## src/hdl/mzncc_pkg.sv

```systemverilog
// Shared widths, types and constants of the masked correlation score block.
package mzncc_pkg;

    localparam int SAMPLE_W = 16;
    localparam int WEIGHT_W = 16;
    localparam int SUMW_W   = 37;
    localparam int SUMN_W   = 36;
    localparam int SQ_W     = 51;
    localparam int CROSS_W  = 52;
    localparam int SCORE_W  = 16;

    localparam int PROD1_W  = 2 * SAMPLE_W;
    localparam int LIMB_W   = 32;
    localparam int LIMBS    = 3;
    localparam int OPND_W   = LIMB_W * LIMBS;
    localparam int PROD_W   = 2 * OPND_W;
    localparam int BIG_W    = 100;
    localparam int SHIFT_W  = 16;
    localparam int QUO_W    = 32;
    localparam int ROOT_W   = 17;

    localparam logic [SCORE_W-1:0] SCORE_MAX = 16'h7FFF;
    localparam logic [ROOT_W-1:0]  ROOT_SAT  = 17'd32768;

    typedef struct packed {
        logic [SUMW_W-1:0]  wl;
        logic [SUMW_W-1:0]  wr;
        logic [SUMN_W-1:0]  w;
        logic [SQ_W-1:0]    sxx;
        logic [SQ_W-1:0]    syy;
        logic [CROSS_W-1:0] sxy;
    } sums_t;

    typedef struct packed {
        logic              start;
        logic [OPND_W-1:0] a;
        logic [OPND_W-1:0] b;
    } mul_req_t;

endpackage

```

## src/hdl/mzncc_mul.sv

```systemverilog
// Shared multi-limb multiplier: one 32x32 partial product per cycle.
module mzncc_mul
(
    input  logic                      clk,
    input  logic                      rst_n,
    input  mzncc_pkg::mul_req_t       req,
    output logic                      done,
    output logic [mzncc_pkg::PROD_W-1:0] product
);

    localparam int LW = mzncc_pkg::LIMB_W;

    logic [mzncc_pkg::OPND_W-1:0] a_reg, a_next;
    logic [mzncc_pkg::OPND_W-1:0] b_reg, b_next;
    logic [1:0] i_reg, i_next, j_reg, j_next;
    logic busy_reg, busy_next;
    logic [2*LW-1:0] prod_reg, prod_next;
    logic [2:0] pidx_reg, pidx_next;
    logic pv_reg, pv_next, plast_reg, plast_next;
    logic [mzncc_pkg::PROD_W-1:0] acc_reg, acc_next;
    logic done_reg, done_next;

    always_comb
    begin
        a_next = a_reg;
        b_next = b_reg;
        i_next = i_reg;
        j_next = j_reg;
        busy_next = busy_reg;
        prod_next = prod_reg;
        pidx_next = pidx_reg;
        pv_next = 1'b0;
        plast_next = 1'b0;
        acc_next = acc_reg;
        done_next = 1'b0;
        if (busy_reg)
        begin
            prod_next = (2*LW)'(a_reg[LW*i_reg +: LW]) * (2*LW)'(b_reg[LW*j_reg +: LW]);
            pidx_next = 3'(i_reg) + 3'(j_reg);
            pv_next = 1'b1;
            plast_next = (i_reg == 2'd2) && (j_reg == 2'd2);
            if (j_reg == 2'd2)
            begin
                j_next = 2'd0;
                i_next = i_reg + 2'd1;
                if (i_reg == 2'd2)
                begin
                    busy_next = 1'b0;
                end
            end
            else
            begin
                j_next = j_reg + 2'd1;
            end
        end
        if (pv_reg)
        begin
            acc_next = acc_reg
                + (mzncc_pkg::PROD_W'(prod_reg) << (LW * int'(pidx_reg)));
            done_next = plast_reg;
        end
        if (req.start)
        begin
            a_next = req.a;
            b_next = req.b;
            i_next = 2'd0;
            j_next = 2'd0;
            busy_next = 1'b1;
            acc_next = '0;
        end
    end

    always_ff @(posedge clk or negedge rst_n)
    begin
        if (!rst_n)
        begin
            a_reg <= '0;
            b_reg <= '0;
            i_reg <= '0;
            j_reg <= '0;
            busy_reg <= 1'b0;
            prod_reg <= '0;
            pidx_reg <= '0;
            pv_reg <= 1'b0;
            plast_reg <= 1'b0;
            acc_reg <= '0;
            done_reg <= 1'b0;
        end
        else
        begin
            a_reg <= a_next;
            b_reg <= b_next;
            i_reg <= i_next;
            j_reg <= j_next;
            busy_reg <= busy_next;
            prod_reg <= prod_next;
            pidx_reg <= pidx_next;
            pv_reg <= pv_next;
            plast_reg <= plast_next;
            acc_reg <= acc_next;
            done_reg <= done_next;
        end
    end

    assign done = done_reg;
    assign product = acc_reg;

endmodule

```

## config.mk

```make
export PLATFORM = sky130hd
export DESIGN_NAME = mzncc_mul
export DESIGN_NICKNAME = d
export VERILOG_FILES = /design/src/hdl/mzncc_pkg.sv /design/src/hdl/mzncc_mul.sv
export SDC_FILE = /design/constraint.sdc
export NUM_CORES = 2
export LEC_CHECK = 0
export ABC_AREA = 1
export BUFFER_PORTS_ARGS = -buffer_cell sky130_fd_sc_hd__buf_4
export CELL_PAD_IN_SITES_DETAIL_PLACEMENT = 2
export CELL_PAD_IN_SITES_GLOBAL_PLACEMENT = 2
export CORE_ASPECT_RATIO = 1.4
export CORE_MARGIN = 3
export CORE_UTILIZATION = 36
export DETAILED_ROUTE_END_ITERATION = 16
export GPL_TIMING_DRIVEN = 0
export HOLD_SLACK_MARGIN = 0.02
export PLACE_DENSITY_LB_ADDON = 0.2
export SYNTH_ARGS = -nofsm -noshare
export SYNTH_HDL_FRONTEND = slang
export SYNTH_SLANG_ARGS = --single-unit
```

## constraint.sdc

```tcl
create_clock -name clk -period 9 [get_ports clk]
set_clock_uncertainty 0.15 [all_clocks]
set_input_delay 0.9 -clock clk [delete_from_list [all_inputs] [get_ports clk]]
set_output_delay 0.9 -clock clk [all_outputs]
set_load 0.005 [all_outputs]
```

==> flow_summary_export.csv, run 1 <==
group,metric,value,unit
placed_design,placed_area,85700,µm²
global_routing,grtUsageTotal,76.0,%
global_routing,grt_pass1_vias,129000,
die,start_util,36.3,%
clock_tree,h-tree-depth,2,
logic_synthesis,yosysTopAreaCell,"fa_1",
global_routing,grt_first_pass_wirelength,1220000,µm
placed_design,portBuffers,386,
logic_synthesis,synth_top_area_share,23.0,%
logic_synthesis,syn_nets,13800,
logic_synthesis,synth_most_common_cell,"nand2_1",
placed_design,dpl.hpwl,493000,µm
logic_synthesis,async_reset_ff_share,100,%
run_status,status,"aborted with a tool error",
logic_synthesis,ys_ff_latch,459,
logic_synthesis,synth-seq-area-share,14.7,%
run_status,lastStage,"global routing (5_1_grt)",
logic_synthesis,yosys_warnings,0,
logic_synthesis,yosysUniqueCellTypes,45,
logic_synthesis,syn-instance-count,12300,
logic_synthesis,synth_edf_count,0,
run_status,first-error,"[ERROR GRT-0116] Global routing finished with congestion. Check the congestion regions in the DRC Viewer.",
logic_synthesis,synthTopCellsByArea,"fa_1 23%, nand2_1 22%, inv_1 15%",
logic_synthesis,synth_area,78100,µm²
clock_tree,cts_num_sinks,459,
clock_tree,cts_made_buffers,57,
logic_synthesis,syn_avg_cell_area,6.36,µm²
placed_design,gp_congestion,1.10,
global_routing,overflow,4808,
die,die_width,400,µm
logic_synthesis,synth_top_flop_cell,"dfrtp_1",
die,dieHeight,557,µm
die,ioPinCount,388,
clock_tree,clockRootBuffer,"clkbuf_16",
clock_tree,cts.path.max_buffers,3,
die,rows,201,
logic_synthesis,synth_common_cells,"4508 x nand2_1, 3180 x inv_1, 898 x fa_1",
global_routing,grt_max_degree,125,
kinds of logic after synthesis:
group / count (synthesis) / synth area share, %
AOI/OAI and AO/OA: 846 / 5.81
DFF: 459 / 14.7
buffers and inverters: 3633 / 17.6
muxes: 11 / 0.141
adders and majority gates: 1354 / 30.3
xor gates and xnor gates: 113 / 1.27
and+or+nand+nor: 5856 / 30.2
per-layer routing:
layer  GRT usage [%]  overflow
met4            81.3      1234
met1            71.8        97
met5            31.7        12
met3            53.6        94
met2            99.8      3371
stage by stage:
step / cells / hold slack, ps / setup slack [ps]
after floorplan: 12300 / 202 / 1580
after global placement: 15500 / 208 / -2780
after detailed placement: 15500 / 286 / -3070
after CTS: 15700 / 37.8 / -26.4
repair_timing:
action | 4_1_cts
resized for setup | 699
hold buffers | 0
endpoints found under the hold margin | 0
setup buffers | 66
endpoints found under the setup margin | 55
pin swaps | 33
==> run 2, diff against run 1 <==
- CELL_PAD_IN_SITES_DETAIL_PLACEMENT: 2 -> unset
- CELL_PAD_IN_SITES_GLOBAL_PLACEMENT: 2 -> unset
- CORE_ASPECT_RATIO: 1.4 -> unset
- CORE_UTILIZATION: 36 -> 35
- HOLD_SLACK_MARGIN: 0.02 -> unset
- PLACE_DENSITY_LB_ADDON: 0.2 -> 0.15
==> run 2 against run 1 <==
  * The flow now finishes, with violations (capacitance limit, slew limit)
  * Synthesized cell count unchanged
  * Area after synthesis unchanged
==> flow_summary_export.csv, run 2 <==
group,metric,value,unit
global_routing,grtUsageTotal,40.9,%
routing,wire_per_inst,30.2,µm
finish,final_cell_mix,"4502 x nand2_1, 3179 x inv_1, 886 x fa_1",
clock_tree,cts_tree,"built",
placed_design,placed_area,85500,µm²
global_routing,antenna_found_initial,22,
sta,max_freq,0.112,GHz
worst_setup_path,crit_type,"register to register",
logic_synthesis,async_reset_ff_share,100,%
die,start_util,35.4,%
global_routing,top_usage_layer,"met2",
run_status,violations,"capacitance limit, slew limit",
sta,setup-violations-final,0,
hold_path,hold_class,"input pin to register",
die,rows,172,
routing,first_pass_iters,8,
die,dieHeight,478,µm
worst_setup_path,crit_arrival,9270,ps
clock_tree,cts.path.max_buffers,3,
placed_design,dpl.hpwl,413000,µm
clock_tree,clockRootBuffer,"clkbuf_16",
sta,finalCritPeriodShare,98.9,%
routing,drt-initial-drc-count,7417,
die,ioPinCount,388,
run_status,status,"finished with violations",
worst_setup_path,critPathTopFamily,"adder cells",
sta,hold_viol,0,
worst_setup_path,cpPeakStageDelay,670,ps
sta,tightest_slew,1570,ps
logic_synthesis,synthTopCellsByArea,"fa_1 23%, nand2_1 22%, inv_1 15%",
worst_setup_path,cp_slowest_cell,"fa_1",
global_routing,grt_pass1_vias,81300,
logic_synthesis,yosysTopAreaCell,"fa_1",
worst_setup_path,cp_num_buf_inv,8,
finish,final_common_cell,"nand2_1",
sta,hold-worst-slack,192,ps
worst_setup_path,required,9360,ps
logic_synthesis,yosys_warnings,0,
worst_setup_path,crit_path_start_kind,"register",
logic_synthesis,synth_common_cells,"4508 x nand2_1, 3180 x inv_1, 898 x fa_1",
worst_setup_path,endpoint_kind,"register",
logic_synthesis,yosysUniqueCellTypes,45,
global_routing,global_route.usage.met2,67.7,%
logic_synthesis,syn-instance-count,12300,
run,drv_cap,1,
routing,routed_wl,478000,µm
clock_tree,cts_num_sinks,459,
logic_synthesis,synth-seq-area-share,14.7,%
finish,post_layout_nonfiller_instances,15800,
routing,drc,0,
finish,area_growth,15.4,%
die,die-area,229000,µm²
finish,final_layout_size_suffix_gt1_share,10.3,%
finish,fillers,24500,
clock_tree,h-tree-depth,2,
sta,period_minus_slack,8900,ps
routing,vias_per_cell,5.09,
finish,final_nets,14400,
die,coreArea,221000,µm²
logic_synthesis,synth_top_area_share,23.0,%
logic_synthesis,ys_ff_latch,459,
global_routing,grt_first_pass_wirelength,642000,µm
logic_synthesis,synth_edf_count,0,
clock_tree,clock_latency,770,ps
sta,maxSlewViolCount,4,
sta,rsz0062_at_grt,"true",
logic_synthesis,synth_area,78100,µm²
clock_tree,clk_pin_slew_worst_paths,70,ps
global_routing,overflow,0,
placed_design,place_inst,15700,
logic_synthesis,synth_most_common_cell,"nand2_1",
logic_synthesis,synth_top_flop_cell,"dfrtp_1",
clock_tree,cts_made_buffers,61,
routing,antenna_left,0,
global_routing,gr-usage-met3,6.53,%
finish,largest_reg_flops,192,
routing,vias,80500,
global_routing,grt_max_degree,103,
placed_design,gp_congestion,1.17,
worst_setup_path,path_max_fanout,10,
die,die_width,478,µm
logic_synthesis,syn_nets,13800,
global_routing,met1_usage,44.3,%
finish,fin_area,90100,µm²
logic_synthesis,syn_avg_cell_area,6.36,µm²
sta,maxSlewHeadroom,-5.96,%
placed_design,portBuffers,386,
## run 2: path summary, 6_finish.rpt
kind / from / slack [ps] / cells past startpoint / endpoint
hold reg to reg: busy_reg / 220 / 0 / pv_reg
hold / removal: req[137] / 190 / 3 / a_reg[41]
min in group asynchronous: rst_n / 430 / 2 / product[58]
max in group asynchronous: rst_n / 6470 / 5 / b_reg[1]
setup reg to reg: j_reg[1] / 100 / 30 / prod_reg[48]
setup / recovery: j_reg[1] / 100 / 30 / prod_reg[48]
## run 2: area by class of cell
class	count	area (µm²)	share of cell area [%]
diodes	10	25.0	0.0278
clock inverters	25	325	0.361
inverters	3281	12300	13.7
multi-input cells	8180	54100	60.0
flip-flops and latches	459	11500	12.7
repair buffers	468	4030	4.47
clock buffers	89	1780	1.98
plain buffers	350	2340	2.59
well taps	2958	3700	4.11
## run 2: per-layer routing
layer	routed length, µm	vias to the layer above
met5	84	-
met2	220000	3782
li1	-	36600
met3	31300	1333
met4	58400	12
met1	168000	38800
## run 2: per-stage QoR
step           setup WS (ps)  setup TNS, ps  util [%]
3_5_place_dp           -1770         -65820      38.7
5_1_grt                -17.7          -40.0      40.8
4_1_cts                -69.7           -149      40.6
3_3_place_gp           -2490         -73730      38.4
2_1_floorplan           1580              0         -
6_report                97.3              0      40.8
## run 2: worst register-to-register path: cells and delay by family (launching register included)
kind                       cells  cell delay (ps)
AOI/OAI and AO/OA              2              650
adders and majority gates      9             4790
buffers and inverters          8             1150
DFF                            1              460
and+or+nand+nor               11             1470
## run 2: kinds of logic (layout without fill, tap and decap cells)
kind of cell,count (synthesis),in the layout,share of synthesized area [%]
flops,459,459,14.7
xor+xnor,113,113,1.27
other cells,0,10,0
simple gates,5856,5856,30.2
buf+inv,3633,4213,17.6
compound gates,846,846,5.81
mux,11,11,0.141
fa+ha+maj,1354,1354,30.3
## run 2: timing repair
action	in CTS	in global routing
gates resized for setup	526	170
hold buffers	1	0
setup buffers	36	8
setup endpoints to repair	54	44
hold endpoints to repair	15	0
pin swaps	21	10
Power of run 2 is left out: the tool's default activity adds up to more than one toggle a clock period on the data nets, which glitch-free logic cannot reach.
