## src/hdl/mzncc_pkg.sv

```systemverilog
// Shared widths, types and constants of the masked correlation score block.
package mzncc_pkg;

    localparam int SAMPLE_W = 16;
    localparam int WEIGHT_W = 16;
    localparam int SUMW_W   = 37;
    localparam int SUMN_W   = 36;
    localparam int SQ_W     = 51;
    localparam int CROSS_W  = 52;
    localparam int SCORE_W  = 16;

    localparam int PROD1_W  = 2 * SAMPLE_W;
    localparam int LIMB_W   = 32;
    localparam int LIMBS    = 3;
    localparam int OPND_W   = LIMB_W * LIMBS;
    localparam int PROD_W   = 2 * OPND_W;
    localparam int BIG_W    = 100;
    localparam int SHIFT_W  = 16;
    localparam int QUO_W    = 32;
    localparam int ROOT_W   = 17;

    localparam logic [SCORE_W-1:0] SCORE_MAX = 16'h7FFF;
    localparam logic [ROOT_W-1:0]  ROOT_SAT  = 17'd32768;

    typedef struct packed {
        logic [SUMW_W-1:0]  wl;
        logic [SUMW_W-1:0]  wr;
        logic [SUMN_W-1:0]  w;
        logic [SQ_W-1:0]    sxx;
        logic [SQ_W-1:0]    syy;
        logic [CROSS_W-1:0] sxy;
    } sums_t;

    typedef struct packed {
        logic              start;
        logic [OPND_W-1:0] a;
        logic [OPND_W-1:0] b;
    } mul_req_t;

endpackage

```

## src/hdl/mzncc_accum.sv

```systemverilog
// Pixel pipeline: weights the samples, forms the products and keeps the six sums.
module mzncc_accum
(
    input  logic                                 clk,
    input  logic                                 rst_n,
    input  logic                                 take,
    input  logic signed [mzncc_pkg::SAMPLE_W-1:0] lhs_sample,
    input  logic signed [mzncc_pkg::SAMPLE_W-1:0] rhs_sample,
    input  logic [mzncc_pkg::WEIGHT_W-1:0]       mask_weight,
    input  logic                                 last_pixel,
    output mzncc_pkg::sums_t                     snap,
    output logic                                 snap_valid,
    output logic                                 last_pending
);

    localparam int SW = mzncc_pkg::SAMPLE_W;
    localparam int PW = mzncc_pkg::PROD1_W;

    logic signed [SW:0] pl, pr;
    logic s1_valid_reg, s1_last_reg, s2_valid_reg, s2_last_reg;
    logic signed [SW-1:0] s1_wl_reg, s1_wr_reg, s2_wl_reg, s2_wr_reg;
    logic [mzncc_pkg::WEIGHT_W-1:0] s1_w_reg, s2_w_reg;
    logic signed [PW-1:0] s2_sxx_reg, s2_syy_reg, s2_sxy_reg;
    mzncc_pkg::sums_t sums_reg, sums_next;
    logic signed [SW+mzncc_pkg::WEIGHT_W:0] wprod_l, wprod_r;

    assign pl = {lhs_sample[SW-1], lhs_sample};
    assign pr = {rhs_sample[SW-1], rhs_sample};
    // Flooring divide by 2^16 is an arithmetic shift of the full product.
    assign wprod_l = pl * $signed({1'b0, mask_weight});
    assign wprod_r = pr * $signed({1'b0, mask_weight});

    always_comb
    begin
        sums_next.wl  = sums_reg.wl
            + {{(mzncc_pkg::SUMW_W-SW){s2_wl_reg[SW-1]}}, s2_wl_reg};
        sums_next.wr  = sums_reg.wr
            + {{(mzncc_pkg::SUMW_W-SW){s2_wr_reg[SW-1]}}, s2_wr_reg};
        sums_next.w   = sums_reg.w + mzncc_pkg::SUMN_W'(s2_w_reg);
        sums_next.sxx = sums_reg.sxx + mzncc_pkg::SQ_W'(unsigned'(s2_sxx_reg));
        sums_next.syy = sums_reg.syy + mzncc_pkg::SQ_W'(unsigned'(s2_syy_reg));
        sums_next.sxy = sums_reg.sxy
            + {{(mzncc_pkg::CROSS_W-PW){s2_sxy_reg[PW-1]}}, s2_sxy_reg};
    end

    always_ff @(posedge clk or negedge rst_n)
    begin
        if (!rst_n)
        begin
            s1_valid_reg <= 1'b0;
            s1_last_reg <= 1'b0;
            s2_valid_reg <= 1'b0;
            s2_last_reg <= 1'b0;
            s1_wl_reg <= '0;
            s1_wr_reg <= '0;
            s1_w_reg <= '0;
            s2_wl_reg <= '0;
            s2_wr_reg <= '0;
            s2_w_reg <= '0;
            s2_sxx_reg <= '0;
            s2_syy_reg <= '0;
            s2_sxy_reg <= '0;
            sums_reg <= '0;
        end
        else
        begin
            s1_valid_reg <= take;
            s1_last_reg <= take && last_pixel;
            if (take)
            begin
                s1_wl_reg <= wprod_l[PW-1:SW];
                s1_wr_reg <= wprod_r[PW-1:SW];
                s1_w_reg <= mask_weight;
            end
            s2_valid_reg <= s1_valid_reg;
            s2_last_reg <= s1_last_reg;
            if (s1_valid_reg)
            begin
                s2_wl_reg <= s1_wl_reg;
                s2_wr_reg <= s1_wr_reg;
                s2_w_reg <= s1_w_reg;
                s2_sxx_reg <= s1_wl_reg * s1_wl_reg;
                s2_syy_reg <= s1_wr_reg * s1_wr_reg;
                s2_sxy_reg <= s1_wl_reg * s1_wr_reg;
            end
            if (s2_valid_reg)
            begin
                sums_reg <= s2_last_reg ? '0 : sums_next;
            end
        end
    end

    assign snap = sums_next;
    assign snap_valid = s2_valid_reg && s2_last_reg;
    assign last_pending = (s1_valid_reg && s1_last_reg) || (s2_valid_reg && s2_last_reg);

endmodule

```

## config.mk

```make
export PLATFORM = sky130hd
export DESIGN_NAME = mzncc_accum
export DESIGN_NICKNAME = d
export VERILOG_FILES = /design/src/hdl/mzncc_pkg.sv /design/src/hdl/mzncc_accum.sv
export SDC_FILE = /design/constraint.sdc
export NUM_CORES = 2
export LEC_CHECK = 0
export BUFFER_PORTS_ARGS = -buffer_cell sky130_fd_sc_hd__buf_2
export CAP_MARGIN = 0
export CORE_ASPECT_RATIO = 0.8
export CORE_MARGIN = 2
export CORE_UTILIZATION = 56
export CTS_CLUSTER_DIAMETER = 200
export CTS_CLUSTER_SIZE = 8
export DETAILED_ROUTE_END_ITERATION = 7
export GPL_ROUTABILITY_DRIVEN = 0
export PLACE_DENSITY = 0.76
export RECOVER_POWER = 25
export REMOVE_ABC_BUFFERS = 1
export SETUP_SLACK_MARGIN = 0.5
export SLEW_MARGIN = 20
export SYNTH_ARGS = -nofsm -noshare
export SYNTH_HDL_FRONTEND = slang
export SYNTH_SLANG_ARGS = --single-unit
```

## constraint.sdc

```tcl
create_clock -name clk -period 6.82 [get_ports clk]
set_clock_uncertainty 0.15 [all_clocks]
set_input_delay 1.364 -clock clk [delete_from_list [all_inputs] [get_ports clk]]
set_output_delay 1.364 -clock clk [all_outputs]
set_load 0.1 [all_outputs]
```

* Word-level counts from Yosys, hierarchy flattened *
Cells that the tools add are included.

storage, ports and cells
  flip-flop bits (word level) = 460
  bits in latches = 0
  bits in writable memories = 0
  ROM bits = 0
  input bits = 52
  output and inout port bits = 266
  logic and storage cells = 35
  memories = 0

cells by class
  $add $sub $neg = 6
  multiply operators = 5
  div/mod/pow operators = 0
  order comparisons = 0
  eq/ne operators = 0
  shift operators = 0
  multiplexer cells = 1
  bitwise gates (word level) = 0
  reductions and logical operators = 4

operator list
  cell                                            count
  264-bit two-way mux                             1
  51-bit by 32-bit adder with 51-bit output       2
  16-bit by 16-bit multiplier with 32-bit output  3
  37-bit adder                                    2
  16-bit by 17-bit multiplier with 32-bit output  2
  52-bit adder                                    1
  36-bit by 16-bit adder with 36-bit output       1
  1-bit logical AND                               3
  1-bit logical OR                                1

* Depth between registers and ports, before layout *
  word-level depth = 2
  mapped depth = 28
  depth with buffers taken out = 26

* Worst setup path before layout *
OpenSTA, ideal clock, no wires.

  kind = in2reg
  from = in rhs_sample[7] (netlist bit)
  to = reg s1_wr_reg[15]
  library setup time = 82 ps
  arrival = 7065 ps
  required time = 6588 ps
  slack = -477 ps
  stages = 24
  buffers on the path = 1
  path through = clkbuf_1 nand2_1 fa_1 inv_1 fa_1 inv_1 fa_1 inv_1 fa_1 fa_1 inv_1 fa_1 inv_1 ha_1 a21oi_1 o21ai_0 a221oi_2 o21ai_2 a41oi_2 o21ai_1 o41ai_2 nor2b_1 or3_1 a31oi_1

on the way
  word-level cells in the longest chain between the ends = 1

RTL lines
  what                                            line               RTL
  start, declared                                 mzncc_accum.sv:8   input logic signed [mzncc_pkg::SAMPLE_W-1:0] rhs_sample,
  16-bit by 17-bit multiplier with 32-bit output  mzncc_accum.sv:31  assign wprod_r = pr * $signed({1'b0, mask_weight});
  end signal, assigned                            mzncc_accum.sv:72  s1_wr_reg <= wprod_r[PW-1:SW];
  end, declared                                   mzncc_accum.sv:21  logic signed [SW-1:0] s1_wl_reg, s1_wr_reg, s2_wl_reg, s2_wr_reg;

Every way passes these cells.
A chain may end at the register's enable or synchronous reset.

* Final worst setup path *
  from = in mask_weight[7] (netlist bit)
  to = reg s1_wl_reg[13]

on the way
  word-level cells in the longest chain between the ends = 1

RTL lines
  what                                            line               RTL
  start, declared                                 mzncc_accum.sv:9   input logic [mzncc_pkg::WEIGHT_W-1:0] mask_weight,
  16-bit by 17-bit multiplier with 32-bit output  mzncc_accum.sv:30  assign wprod_l = pl * $signed({1'b0, mask_weight});
  end signal, assigned                            mzncc_accum.sv:71  s1_wl_reg <= wprod_l[PW-1:SW];
  end, declared                                   mzncc_accum.sv:21

Every way passes these cells.

==> flow_summary.yaml <==
synthesis:
  synth_xor_area_frac: 0.0490
  synth_top_family_by_area: "adder cells"
  ys_types: 96
  synth_top_area_share: 0.312
  yosysWarnings: 0
  synth_mux_area_frac: 0.0240
  synth_top_area_cell: "fa_1"
  ys_ff_latch: 456
  async_flop_share: 1.00
  synth_area_leaders: "fa_1 31%, dfrtp_1 16%, ha_1 12%"
  ys_seq_area_frac: 0.159
  synth-edff-count: 0
  ys.flop_type: "dfrtp_1"
  synth-compound-area-share: 0.122
  syn_avg_cell_area_um2: 9.41
  synthSimpleGateAreaFrac: 0.119
  synth-adder-area-share: 0.433
  syn-cell-area_um2: 71700
  synthCells: 7623
routing:
  route.met2.wl_um: 91700
  via_per_inst: 5.78
  wl_met3_um: 17500
  antenna_left: 0
  wl_per_cell_um: 20.2
  vias: 57465
  met1Wirelength_um: 82800
  routed_wl_um: 201000
  drc: 0
  dr.pass1.iters: 6
  top_layer: "met5"
  initialDrtViolationCount: 4428
layout:
  nets: 10139
  multi_input_area_um2: 55600
  seqCellArea_um2: 11400
  nFillCells: 9319
  largest_reg_flops: 264
  fin_cells: 9946
  area_growth_pct: 16.7
  insertedDiodeCount: 0
  layout-drive-gt1-share: 0.199
  design_area_um2: 83700
critical_path:
  crit_path_frequent_cell: "fa_1"
  reg2reg_depth: 20
  path_buf_inv: 9
  slowest_delay_ns: 0.55
  cp.depth: 28
  slowest_stage: "fa_1"
  critical-path-top-delay-family: "adder cells"
  cp.required_ns: 7.22
  cp_max_fo: 5
  crit_type: "input port to flop"
  arrival_ns: 7.36
  end_kind: "flop"
  cp-start-kind: "input port"
floorplan:
  fp.dieH_um: 324
  floorplan.initialDensity: 0.564
  pin_count: 318
  rows: 117
  dieArea_um2: 131000
  coreArea_um2: 127000
  fp.dieW_um: 404
flow_run:
  max_cap_violations: 1
placed_design:
  dpl.hpwl_um: 150000
  dpl_cell_area_um2: 77600
  io_buffers: 317
  place_inst: 9691
status:
  violations: "capacitance limit, slew limit, setup timing"
  status: "finished, violations left"
grt:
  grt_pass1_vias: 60347
  overflow: 0
  antenna_found_initial: 1
  grt_util_all_layers: 0.304
  grt_pass1_wl_um: 319000
  grt_max_degree: 151
clock_tree:
  ctsHoldBuffers: 0
  cts_made_buffers: 66
  clock-root-buffer: "clkbuf_16"
  cts_tree: "yes"
  clock_sinks: 456
  clk_latency_ns: 0.69
  clkSlewWorstSetupHoldPaths_ns: 0.05
  h-tree-depth: 3
  clk_path_buf_depth: 3
timing:
  fmax_mhz: 144
  finalSetupTns_ns: -0.783
  worst_slack_ns: -0.143
  worst_pin_slew_ns: 4.59
  final-hold-violation-count: 0
  fin_crit_sh: 1.02
  slew_viol_final: 87
  min_period_ns: 6.96
  slew_headroom: -2.06
  setup_viol: 9
  rsz0062_at_grt: "true"
worst_hold_path:
  holdCritPathClass: "flop to flop"
  hold_depth: 0
==> cells by family after synthesis <==
kind of cell | Yosys count
fa+ha+maj | 1814
simple gates | 1762
xor+xnor | 401
flops | 456
buf+inv | 1796
compound gates | 1240
mux | 154
==> per-layer routing <==
metal  GRT usage  vias up
met3      0.0652      621
met5           0        -
met1       0.412    28738
met2       0.486     2500
li1            -    25604
met4       0.105        2
==> cell usage after synthesis, types with 38 or more instances <==
| cell | instances |
|---|---|
| inv_1 | 1454 |
| fa_1 | 1118 |
| ha_1 | 696 |
| nand2_1 | 675 |
| dfrtp_1 | 456 |
| and2_1 | 415 |
| clkbuf_1 | 307 |
| nor2_1 | 298 |
| xnor2_1 | 293 |
| a21oi_1 | 286 |
| a22o_1 | 199 |
| a21o_1 | 189 |
| o21ai_0 | 146 |
| mux2_2 | 141 |
| xor2_1 | 108 |
| nand3_1 | 85 |
| o21bai_1 | 56 |
| nand2b_1 | 52 |
| nor2b_1 | 49 |
| and3_1 | 44 |
| o31ai_1 | 43 |
| nand4_1 | 42 |
| nor3_1 | 38 |
==> metrics by stage <==
stage          worst slack [ns]  utilization  hold WS, ns
2_1_floorplan             -5.98            -        0.204
3_3_place_gp             -0.822        0.610        0.300
3_5_place_dp             -0.936        0.610        0.316
4_1_cts                  -0.122        0.640        0.321
5_1_grt                  -0.339        0.658        0.309
6_report                 -0.143        0.658        0.314
==> worst paths after layout <==
kind | slack (ns) | to | start
max | -0.14 | s1_wl_reg[13] | mask_weight[7]
min | 0.31 | s2_last_reg | s1_last_reg
max reg2reg | -0.07 | s2_sxx_reg[30] | s1_wl_reg[2]
min reg2reg | 0.31 | s2_last_reg | s1_last_reg
max in group asynchronous | 1.15 | s1_wr_reg[15] | rst_n
min in group asynchronous | 2.41 | sums_reg[57] | rst_n
==> layout by cell type (no fill, tap or decap), types with 121 or more instances in the layout <==
master      n
mux2_2    121
buf_2     286
and2_1    381
nor2_1    270
fa_1     1062
dfrtp_1   429
o21ai_0   128
inv_1    1380
a22o_1    199
ha_1      647
nand2_1   643
a21oi_1   239
a21o_1    189
xnor2_1   270
buf_4     452
==> timing repair <==
action | 4_1_cts | 5_1_grt
endpoints found under the setup margin | 78 | 90
cloned | 5 | 1
pin swaps | 143 | 241
resized for setup | 360 | 395
buffers inserted | 81 | 93
==> final cells by class <==
cell class                 instances  share of cell area
clock buffer                      70              0.0202
clock inverter                     5            0.000792
inverter                        1466              0.0661
multi-input combinational       5371               0.664
sequential                       456               0.137
tap                             1666              0.0249
timing repair buffer             912              0.0874
Power is left out: the tool's default activity adds up to more than one toggle a clock period on the data nets, which glitch-free logic cannot reach.
