## config.mk

```make
export PLATFORM = sky130hd
export DESIGN_NAME = mzncc_score
export DESIGN_NICKNAME = d
export VERILOG_FILES = /design/src/hdl/mzncc_pkg.sv /design/src/hdl/mzncc_score.sv
export SDC_FILE = /design/constraint.sdc
export NUM_CORES = 2
export LEC_CHECK = 0
export BUFFER_PORTS_ARGS = -buffer_cell sky130_fd_sc_hd__buf_2
export CORE_MARGIN = 10
export CORE_UTILIZATION = 32
export CTS_BUF_LIST = sky130_fd_sc_hd__clkbuf_4 sky130_fd_sc_hd__clkbuf_8 sky130_fd_sc_hd__clkbuf_16
export DETAILED_ROUTE_END_ITERATION = 8
export GPL_TIMING_DRIVEN = 0
export MAX_ROUTING_LAYER = met4
export PLACE_DENSITY = 0.47
export SYNTH_ARGS = -nofsm -noshare
export SYNTH_HDL_FRONTEND = slang
export SYNTH_SLANG_ARGS = --single-unit
```

## constraint.sdc

```tcl
create_clock -name clk -period 14.7 [get_ports clk]
set_input_delay 0.735 -clock clk [delete_from_list [all_inputs] [get_ports clk]]
set_output_delay 0.735 -clock clk [all_outputs]
set_load 0.01 [all_outputs]
```

## src/hdl/mzncc_pkg.sv

```systemverilog
// Shared widths, types and constants of the masked correlation score block.
package mzncc_pkg;

    localparam int SAMPLE_W = 16;
    localparam int WEIGHT_W = 16;
    localparam int SUMW_W   = 37;
    localparam int SUMN_W   = 36;
    localparam int SQ_W     = 51;
    localparam int CROSS_W  = 52;
    localparam int SCORE_W  = 16;

    localparam int PROD1_W  = 2 * SAMPLE_W;
    localparam int LIMB_W   = 32;
    localparam int LIMBS    = 3;
    localparam int OPND_W   = LIMB_W * LIMBS;
    localparam int PROD_W   = 2 * OPND_W;
    localparam int BIG_W    = 100;
    localparam int SHIFT_W  = 16;
    localparam int QUO_W    = 32;
    localparam int ROOT_W   = 17;

    localparam logic [SCORE_W-1:0] SCORE_MAX = 16'h7FFF;
    localparam logic [ROOT_W-1:0]  ROOT_SAT  = 17'd32768;

    typedef struct packed {
        logic [SUMW_W-1:0]  wl;
        logic [SUMW_W-1:0]  wr;
        logic [SUMN_W-1:0]  w;
        logic [SQ_W-1:0]    sxx;
        logic [SQ_W-1:0]    syy;
        logic [CROSS_W-1:0] sxy;
    } sums_t;

    typedef struct packed {
        logic              start;
        logic [OPND_W-1:0] a;
        logic [OPND_W-1:0] b;
    } mul_req_t;

endpackage

```

## src/hdl/mzncc_score.sv

```systemverilog
// Score sequencer: drives the shared multiplier, then divides and takes the root.
module mzncc_score
(
    input  logic                              clk,
    input  logic                              rst_n,
    input  logic                              start,
    input  mzncc_pkg::sums_t                  sums,
    output mzncc_pkg::mul_req_t               mul_req,
    input  logic                              mul_done,
    input  logic [mzncc_pkg::PROD_W-1:0]      mul_prod,
    output logic                              busy,
    output logic                              out_valid,
    input  logic                              out_stall,
    output logic signed [mzncc_pkg::SCORE_W-1:0] score,
    output logic                              degenerate
);

    localparam int BW = mzncc_pkg::BIG_W;
    localparam int OW = mzncc_pkg::OPND_W;
    localparam int PW = mzncc_pkg::PROD_W;
    localparam int QW = mzncc_pkg::QUO_W;
    localparam int RW = mzncc_pkg::ROOT_W;
    localparam int SHW = mzncc_pkg::SHIFT_W;

    typedef enum logic [2:0] {
        ST_IDLE, ST_MUL, ST_TEST, ST_RANGE, ST_DIV, ST_SQRT, ST_DONE
    } state_t;

    typedef enum logic [2:0] {
        OP_A1, OP_A2, OP_B1, OP_B2, OP_N1, OP_N2, OP_AB, OP_NN
    } op_t;

    state_t state_reg, state_next;
    op_t op_reg, op_next;
    mzncc_pkg::sums_t sums_reg, sums_next;
    logic start_reg, start_next;
    logic [BW-1:0] ta_reg, ta_next, a_reg, a_next, b_reg, b_next, num_reg, num_next;
    logic [PW-1:0] d_reg, d_next, rem_reg, rem_next;
    logic [QW-1:0] q_reg, q_next;
    logic [QW-1:0] sq_op_reg, sq_op_next, sq_res_reg, sq_res_next, sq_one_reg, sq_one_next;
    logic [4:0] cnt_reg, cnt_next;
    logic [RW-1:0] s_reg, s_next;
    logic degen_reg, degen_next;
    logic out_valid_reg, out_valid_next;
    logic [mzncc_pkg::SCORE_W-1:0] score_reg, score_next;
    logic degen_out_reg, degen_out_next;

    logic [mzncc_pkg::SUMW_W-1:0] sx_mag, sy_mag;
    logic [mzncc_pkg::CROSS_W-1:0] sxy_mag;
    logic [BW-1:0] p_lo, p_sh, a_abs, b_abs, num_abs, sxsy;
    logic [PW-1:0] rem_sh;
    logic [QW-1:0] sq_t;
    logic [RW-1:0] root_sum;
    logic [mzncc_pkg::SCORE_W-1:0] final_score;

    always_comb
    begin
        sx_mag  = sums_reg.wl[mzncc_pkg::SUMW_W-1] ? -sums_reg.wl : sums_reg.wl;
        sy_mag  = sums_reg.wr[mzncc_pkg::SUMW_W-1] ? -sums_reg.wr : sums_reg.wr;
        sxy_mag = sums_reg.sxy[mzncc_pkg::CROSS_W-1] ? -sums_reg.sxy : sums_reg.sxy;
        a_abs   = a_reg[BW-1] ? -a_reg : a_reg;
        b_abs   = b_reg[BW-1] ? -b_reg : b_reg;
        num_abs = num_reg[BW-1] ? -num_reg : num_reg;
        p_lo    = mul_prod[BW-1:0];
        p_sh    = {mul_prod[BW-SHW-1:0], {SHW{1'b0}}};
        sxsy    = (sums_reg.wl[mzncc_pkg::SUMW_W-1] ^ sums_reg.wr[mzncc_pkg::SUMW_W-1])
                  ? -p_sh : p_sh;
        rem_sh  = {rem_reg[PW-2:0], 1'b0};
        sq_t    = sq_res_reg + sq_one_reg;
        if (num_reg[BW-1])
        begin
            final_score = mzncc_pkg::SCORE_W'(~s_reg + RW'(1));
        end
        else if (s_reg > RW'(mzncc_pkg::SCORE_MAX))
        begin
            final_score = mzncc_pkg::SCORE_MAX;
        end
        else
        begin
            final_score = s_reg[mzncc_pkg::SCORE_W-1:0];
        end
        root_sum = '0;

        mul_req.start = start_reg;
        unique case (op_reg)
            OP_A1:
            begin
                mul_req.a = OW'(sums_reg.w);
                mul_req.b = OW'(sums_reg.sxx);
            end
            OP_A2:
            begin
                mul_req.a = OW'(sx_mag);
                mul_req.b = OW'(sx_mag);
            end
            OP_B1:
            begin
                mul_req.a = OW'(sums_reg.w);
                mul_req.b = OW'(sums_reg.syy);
            end
            OP_B2:
            begin
                mul_req.a = OW'(sy_mag);
                mul_req.b = OW'(sy_mag);
            end
            OP_N1:
            begin
                mul_req.a = OW'(sums_reg.w);
                mul_req.b = OW'(sxy_mag);
            end
            OP_N2:
            begin
                mul_req.a = OW'(sx_mag);
                mul_req.b = OW'(sy_mag);
            end
            OP_AB:
            begin
                mul_req.a = a_abs[OW-1:0];
                mul_req.b = b_abs[OW-1:0];
            end
            OP_NN:
            begin
                mul_req.a = num_abs[OW-1:0];
                mul_req.b = num_abs[OW-1:0];
            end
            default:
            begin
                mul_req.a = '0;
                mul_req.b = '0;
            end
        endcase

        state_next = state_reg;
        op_next = op_reg;
        sums_next = sums_reg;
        start_next = 1'b0;
        ta_next = ta_reg;
        a_next = a_reg;
        b_next = b_reg;
        num_next = num_reg;
        d_next = d_reg;
        rem_next = rem_reg;
        q_next = q_reg;
        sq_op_next = sq_op_reg;
        sq_res_next = sq_res_reg;
        sq_one_next = sq_one_reg;
        cnt_next = cnt_reg;
        s_next = s_reg;
        degen_next = degen_reg;
        out_valid_next = out_valid_reg && out_stall;
        score_next = score_reg;
        degen_out_next = degen_out_reg;

        unique case (state_reg)
            ST_IDLE:
            begin
                if (start)
                begin
                    sums_next = sums;
                    num_next = '0;
                    s_next = '0;
                    if (sums.w == '0)
                    begin
                        degen_next = 1'b1;
                        state_next = ST_DONE;
                    end
                    else
                    begin
                        degen_next = 1'b0;
                        op_next = OP_A1;
                        start_next = 1'b1;
                        state_next = ST_MUL;
                    end
                end
            end
            ST_MUL:
            begin
                if (mul_done)
                begin
                    start_next = 1'b1;
                    unique case (op_reg)
                        OP_A1:
                        begin
                            ta_next = p_lo;
                            op_next = OP_A2;
                        end
                        OP_A2:
                        begin
                            a_next = ta_reg - p_sh;
                            op_next = OP_B1;
                        end
                        OP_B1:
                        begin
                            ta_next = p_lo;
                            op_next = OP_B2;
                        end
                        OP_B2:
                        begin
                            b_next = ta_reg - p_sh;
                            start_next = 1'b0;
                            state_next = ST_TEST;
                        end
                        OP_N1:
                        begin
                            ta_next = sums_reg.sxy[mzncc_pkg::CROSS_W-1] ? -p_lo : p_lo;
                            op_next = OP_N2;
                        end
                        OP_N2:
                        begin
                            num_next = ta_reg - sxsy;
                            op_next = OP_AB;
                        end
                        OP_AB:
                        begin
                            d_next = mul_prod;
                            op_next = OP_NN;
                        end
                        OP_NN:
                        begin
                            rem_next = mul_prod;
                            start_next = 1'b0;
                            state_next = ST_RANGE;
                        end
                        default:
                        begin
                            start_next = 1'b0;
                        end
                    endcase
                end
            end
            ST_TEST:
            begin
                // Only the sign of the variance product matters.
                if (a_reg == '0 || b_reg == '0 || a_reg[BW-1] != b_reg[BW-1])
                begin
                    degen_next = 1'b1;
                    state_next = ST_DONE;
                end
                else
                begin
                    op_next = OP_N1;
                    start_next = 1'b1;
                    state_next = ST_MUL;
                end
            end
            ST_RANGE:
            begin
                // num^2 at or above A*B means a magnitude of one or more.
                if (rem_reg >= d_reg)
                begin
                    s_next = mzncc_pkg::ROOT_SAT;
                    state_next = ST_DONE;
                end
                else
                begin
                    cnt_next = '0;
                    q_next = '0;
                    state_next = ST_DIV;
                end
            end
            ST_DIV:
            begin
                if (rem_sh >= d_reg)
                begin
                    rem_next = rem_sh - d_reg;
                    q_next = {q_reg[QW-2:0], 1'b1};
                end
                else
                begin
                    rem_next = rem_sh;
                    q_next = {q_reg[QW-2:0], 1'b0};
                end
                cnt_next = cnt_reg + 5'd1;
                if (cnt_reg == 5'd31)
                begin
                    sq_op_next = q_next;
                    sq_res_next = '0;
                    sq_one_next = QW'(1) << (QW - 2);
                    state_next = ST_SQRT;
                end
            end
            ST_SQRT:
            begin
                if (sq_op_reg >= sq_t)
                begin
                    sq_op_next = sq_op_reg - sq_t;
                    sq_res_next = (sq_res_reg >> 1) + sq_one_reg;
                end
                else
                begin
                    sq_res_next = sq_res_reg >> 1;
                end
                sq_one_next = sq_one_reg >> 2;
                if (sq_one_reg == QW'(1))
                begin
                    // Largest s with (2s-1)^2 not above the quotient.
                    root_sum = sq_res_next[RW-1:0] + RW'(1);
                    s_next = root_sum >> 1;
                    state_next = ST_DONE;
                end
            end
            ST_DONE:
            begin
                if (!out_valid_reg || !out_stall)
                begin
                    out_valid_next = 1'b1;
                    degen_out_next = degen_reg;
                    score_next = degen_reg ? '0 : final_score;
                    state_next = ST_IDLE;
                end
            end
            default:
            begin
                state_next = ST_IDLE;
            end
        endcase
    end

    always_ff @(posedge clk or negedge rst_n)
    begin
        if (!rst_n)
        begin
            state_reg <= ST_IDLE;
            op_reg <= OP_A1;
            sums_reg <= '0;
            start_reg <= 1'b0;
            ta_reg <= '0;
            a_reg <= '0;
            b_reg <= '0;
            num_reg <= '0;
            d_reg <= '0;
            rem_reg <= '0;
            q_reg <= '0;
            sq_op_reg <= '0;
            sq_res_reg <= '0;
            sq_one_reg <= '0;
            cnt_reg <= '0;
            s_reg <= '0;
            degen_reg <= 1'b0;
            out_valid_reg <= 1'b0;
            score_reg <= '0;
            degen_out_reg <= 1'b0;
        end
        else
        begin
            state_reg <= state_next;
            op_reg <= op_next;
            sums_reg <= sums_next;
            start_reg <= start_next;
            ta_reg <= ta_next;
            a_reg <= a_next;
            b_reg <= b_next;
            num_reg <= num_next;
            d_reg <= d_next;
            rem_reg <= rem_next;
            q_reg <= q_next;
            sq_op_reg <= sq_op_next;
            sq_res_reg <= sq_res_next;
            sq_one_reg <= sq_one_next;
            cnt_reg <= cnt_next;
            s_reg <= s_next;
            degen_reg <= degen_next;
            out_valid_reg <= out_valid_next;
            score_reg <= score_next;
            degen_out_reg <= degen_out_next;
        end
    end

    assign busy = (state_reg != ST_IDLE);
    assign out_valid = out_valid_reg;
    assign score = score_reg;
    assign degenerate = degen_out_reg;

endmodule

```

Yosys cells after proc, flatten, opt, wreduce, memory -nomap -nowiden
Index checks and enable logic that the tools add are counted.
Cells by class
  magnitude comparators: 4
  bitwise logic cells: 2
  reduce and logical (&&, ||, !) cells: 37
  add/subtract/negate cells: 17
  muxes and demuxes: 67
  equality and inequality tests: 31
Operator list (number)
  192-bit case mux with 8 select lines: 1
  192-bit 2-to-1 mux: 3
  100-bit 2-to-1 mux: 5
  100-bit case mux with 2 select lines: 2
  192-bit greater-or-equal comparator: 2
  192-bit case mux with 2 select lines: 1
  96-bit 2-to-1 mux: 3
  96-bit negator: 3
  100-bit logical NOT: 2
  100-bit negator: 2
  100-bit subtractor: 2
  32-bit 2-to-1 mux: 6
  32-bit case mux with 2 select lines: 3
  192-bit subtractor: 1
  37-bit 2-to-1 mux: 2
  37-bit negator: 2
  31-bit case mux with 2 select lines: 1
  52-bit 2-to-1 mux: 1
  52-bit negator: 1
  17-bit 2-to-1 mux: 3
  17-bit case mux with 3 select lines: 1
  16-bit 2-to-1 mux: 3
  36-bit logical NOT: 1
  3-bit 2-to-1 mux: 11
  42 further kinds: 96
Word-level totals
  output and inout bits: 212
  word-level logic and storage cells: 183
  input bits: 461
  flip-flop bits (word level): 1223

Logic depth before layout (Yosys ltp)
  word-level depth: 7
  depth in mapped cells: 34
  gate-level depth less buffers: 30

Worst setup path before layout
Ideal clock, no wire load.
  kind: reg-to-reg
  start: register sq_res_reg[2]
  end: register s_reg[13]
  setup slack: 7.540 ns
  period minus slack after synthesis: 7.160 ns
  data arrival time: 7.039 ns
  path buffers: 4
  required time: 14.579 ns
  stages on the path, launching flop included: 34
  library setup time: 0.121 ns
  path through: dfrtp_1 ha_1 a31oi_1 o21bai_1 a31oi_1 o21bai_1 a31oi_1 o21bai_1 a211o_1 o31a_1 a211o_1 a31oi_1 xor2_1 ha_1 a21oi_1 nor2b_1 o21ai_0 nand3_1 a31oi_1 a211o_1 clkbuf_1 clkbuf_1 buf_1 buf_1 nand2_1 nand2_1 ha_1 or4bb_1 a21oi_1 o22ai_1 nor3_1 nand2_1 xor2_1 a22o_1
Between the ends
  longest elaborated chain between the ends: 7
  elaborated cells between the ends (all ways): 8
  those cells by class: 3 x add/sub; 1 x order compare; 4 x mux
Ends and longest elaborated chain
  from (decl): line mzncc_score.sv:40  | logic [QW-1:0] sq_op_reg, sq_op_next, sq_res_reg, sq_res_next, sq_one_reg, sq_one_next;
  from (signal assigned): line mzncc_score.sv:358  | sq_res_reg <= sq_res_next;
  32-bit adder: line mzncc_score.sv:69  | sq_t = sq_res_reg + sq_one_reg;
  32-bit greater-or-equal comparator: line mzncc_score.sv:284  | if (sq_op_reg >= sq_t)
  32-bit 2-to-1 mux (*): line mzncc_score.sv:284
  32-bit 2-to-1 mux (*): line mzncc_score.sv:154  | unique case (state_reg)
  17-bit by 1-bit adder with 17-bit output (*): line mzncc_score.sv:297  | root_sum = sq_res_next[RW-1:0] + RW'(1);
  17-bit 2-to-1 mux (*): line mzncc_score.sv:294  | if (sq_one_reg == QW'(1))
  17-bit case mux with 3 select lines (*): line mzncc_score.sv:154
  to (signal assigned): line mzncc_score.sv:361  | s_reg <= s_next;
  to (decl): line mzncc_score.sv:42  | logic [RW-1:0] s_reg, s_next;
Mark *: on every way between the ends. The rest lies on a longest branch, timed or not. The select of a mux whose other input is x is not followed.
A chain may end at the register's enable or synchronous reset.

Worst setup path in the final report
Same ends and word-level chain as after synthesis.

==> summary.md <==
| Metric | Value |
|---|---|
| Cell area after layout | `0.110 mm2` |
| Worst VDD drop | `104 uV` |
| Count of cell types in the netlist | `96` |
| Setup TNS Final | `0 ns` |
| Static leakage | `0.0479 uW` |
| Crit path launch type | `flip-flop` |
| Setup Skew | `0.0843 ns` |
| Root Driver | `clkbuf_16` |
| Reg-to-reg startpoint | `sq_res_reg[2]` |
| Area growth, synth to finish | `15.1%` |
| Crit Path Class | `reg -> reg` |
| Die Width | `567 um` |
| Syn_area_per_cell | `8.16 um2` |
| Final max-slew violation count | `32` |
| Post-synthesis mux area share | `0.0511` |
| Critical register-to-register path endpoint | `s_reg[13]` |
| Setup Viol. Count Final | `0` |
| Vias/cell | `5.84` |
| H-Tree Depth | `4` |
| GPL Wtd Cong | `1.03` |
| Port buffer count | `656` |
| Largest register FFs | `264` |
| DR WL/cell | `31.5 um` |
| Clock transition at path regs | `0.06 ns` |
| Top FF cell, synth | `dfrtp_1` |
| CTS Buf Count | `162` |
| First-pass DRT Iterations | `8` |
| Crit end category | `flip-flop` |
| Initial Utilization | `0.322` |
| Largest net degree at the start of global routing | `161` |
| Final period utilization | `0.619` |
| Max Clk Rate | `110 MHz` |
| Synth Warn # | `0` |
| Post-CTS sizing | `0` |
| Final net count | `13,700` |
| Placed cells | `16,300` |
| Worst Setup EP | `s_reg[13]` |
| CP Data Required Time | `15.46 ns` |
| Clk_lat worst skew | `0.89 ns` |
| Fin. Hold Viols | `0` |
| Die H | `567 um` |
| Post-synthesis simple-gate area fraction | `0.180` |
| Synthesized instance count | `11,700` |
| DIE AREA | `0.321 mm2` |
| Arr. time, crit path | `9.86 ns` |
| Share of cells above drive strength 1 | `0.117` |
| Post-synth ARST share | `1.00` |
| Synth Cell Area | `0.0956 mm2` |
| Slowest cell on the critical path | `buf_1` |
| Post-Route WL | `524,000 um` |
| Main combinational cell family by area after synthesis | `compound AO/OA/AOI/OAI gates` |
| 1st-iter DRT viols | `9,620` |
| DRC Markers | `0` |
| Vias in the first global route | `95,200` |
| Slew HR | `-0.0909` |
| Adder-Cell Fraction of Synth Area | `0.0836` |
| Initial antenna violation count | `75` |
| Num Clock Sinks | `1,203` |
| Post-synth EDFFs | `0` |
| WHS | `0.0846 ns` |
| R2r setup slk | `5.60 ns` |
| Most frequent cell on the critical path | `a31oi_1` |
| Synthesized net count | `12,800` |
| CP peak stage delay | `0.51 ns` |
| Core Area | `0.297 mm2` |
| MaxCap Viol Count | `6` |
| Seq/Total Area, Yosys | `0.315` |
| Critical Path Source | `sq_res_reg[2]` |
| Cell Rows | `200` |
| Vias | `97,300` |
| IO Count | `673` |
| Bufs on Longest Clock Path | `4` |
| Minimum clock period | `9.10 ns` |
| ANT nets after route | `0` |
| Global-route wire length before repair | `730,000 um` |
| Max FO, Critical Path | `10` |
| Area post-placement | `0.104 mm2` |
| Non-filler instance count after layout | `16,700` |
| Final Util | `0.370` |
| CTS tree | `yes` |
| DPL Wire Length | `435,000 um` |
| GRT Total Usage | `0.318` |
| #FFs+latches synth | `1,203` |
| Total gr overflow | `0` |
| RSZ-0062 raised after global routing | `false` |
| Worst hold path class | `in -> reg` |
| P per Cell Area | `282 mW/mm2` |
| Post-Synth XOR/XNOR Area | `0.0920` |
| FF-to-FF path depth | `33` |
| Status | `finished, violations left` |
| Worst slew pin tran | `1.60 ns` |
| Post-synthesis compound-gate area fraction | `0.234` |
| Failing checks | `max-capacitance violations, max-slew violations` |
synth_stat cells (122+ instances only):
cell | n | area, um2
or3_1 | 128 | 801
o31ai_1 | 187 | 1400
ha_1 | 634 | 7930
inv_1 | 413 | 1550
a21oi_1 | 813 | 4070
nand3_1 | 162 | 811
nor3_1 | 176 | 881
nand4_1 | 245 | 1530
nand2_1 | 1774 | 6660
nor2_1 | 785 | 2950
dfrtp_1 | 1203 | 30100
o21bai_1 | 122 | 916
xnor2_1 | 571 | 5000
a21o_1 | 446 | 3350
mux2_2 | 400 | 4500
clkbuf_1 | 640 | 2400
o21ai_0 | 1007 | 5040
xor2_1 | 434 | 3800
where the power goes:
part           switching [uW]  internal (uW)  total, uW
Clock                    1720           2550       4270
Sequential               1680           4560       6240
Combinational           13800           6770      20600
final cells by class:
type | instances | area (um2)
Sequential cell | 1203 | 30100
Antenna cell | 42 | 105
Clock buffer | 215 | 4660
Timing Repair Buffer | 683 | 3760
Clock inverter | 66 | 895
Buffer | 686 | 2600
Tap cell | 3939 | 4930
Fill cell | 31500 | 187000
Multi-Input combinational cell | 9416 | 61400
Inverter | 420 | 1580
cells in the final DEF (no fill, tap or decap), types with 62 or more instances in the layout:
cell type	instances
mux2_2	400
ha_1	634
nand2b_1	87
a211oi_1	78
o211ai_1	67
dfrtp_1	1203
xnor2_1	570
or3_1	128
o21bai_1	122
o31ai_1	187
o22ai_1	97
nor2_1	783
clkbuf_16	167
o41ai_1	66
nor3_1	176
nor4_1	84
or4_1	85
a31oi_1	107
a21oi_1	812
clkbuf_1	633
nand2_1	1774
a22o_1	62
inv_1	413
nand4_1	245
o21ai_0	1007
nand3_1	162
xor2_1	433
a311oi_1	67
a21o_1	446
buf_2	662
worst max-delay path: cells and delay by family, from the launching register on:
kind            cells  cell delay [ns]
compound gates     17             4.03
xor+xnor            2             0.41
fa+ha+maj           3             0.93
buf+inv             4             1.85
flops               1             0.46
simple gates        7             1.31
worst min-delay path by stage:
stage,to,from,depth (start not counted),slack [ns]
after floorplan,a_reg[0],rst_n,0,0.44
after global routing,sums_reg[59],sums[59],2,0.06
after global placement,score[8],score[8],2,0.47
after detailed placement,d_reg[73],d_reg[73],2,0.47
after CTS,sums_reg[70],sums[70],2,0.02
final,sums_reg[126],sums[126],2,0.08
metal layers:
metal | global-route usage | vias to the layer above | part of all wire
li1 | - | 43900 | -
met4 | 0.139 | 0 | 0.054
met5 | - | - | 0
met3 | 0.0340 | 913 | 0.055
met1 | 0.412 | 48400 | 0.44
met2 | 0.504 | 4088 | 0.45
through the flow:
step / worst slack [ns] / power [uW]
after floorplan: 7.54 / 18000
after global placement: -15.78 / 26100
after detailed placement: 5.54 / 26300
after CTS: 5.61 / 30700
after global routing: 4.80 / 32700
final: 5.60 / 31100
timing repair:
item,in CTS,in global routing
hold endpoints to repair,77,0
hold buffers,1,0
buffers inserted,0,0
logic make-up (layout without fill, tap and decap cells):
| kind of cell | after synthesis | count (layout) |
|---|---|---|
| muxes | 437 | 437 |
| xor gates and xnor gates | 1005 | 1005 |
| buffers and inverters | 1106 | 2070 |
| AOI/OAI and AO/OA | 3535 | 3535 |
| DFF | 1203 | 1203 |
| and+or+nand+nor | 3802 | 3802 |
| adders and majority gates | 637 | 637 |
| other | 0 | 42 |
(Power assumes the default switching activity.)
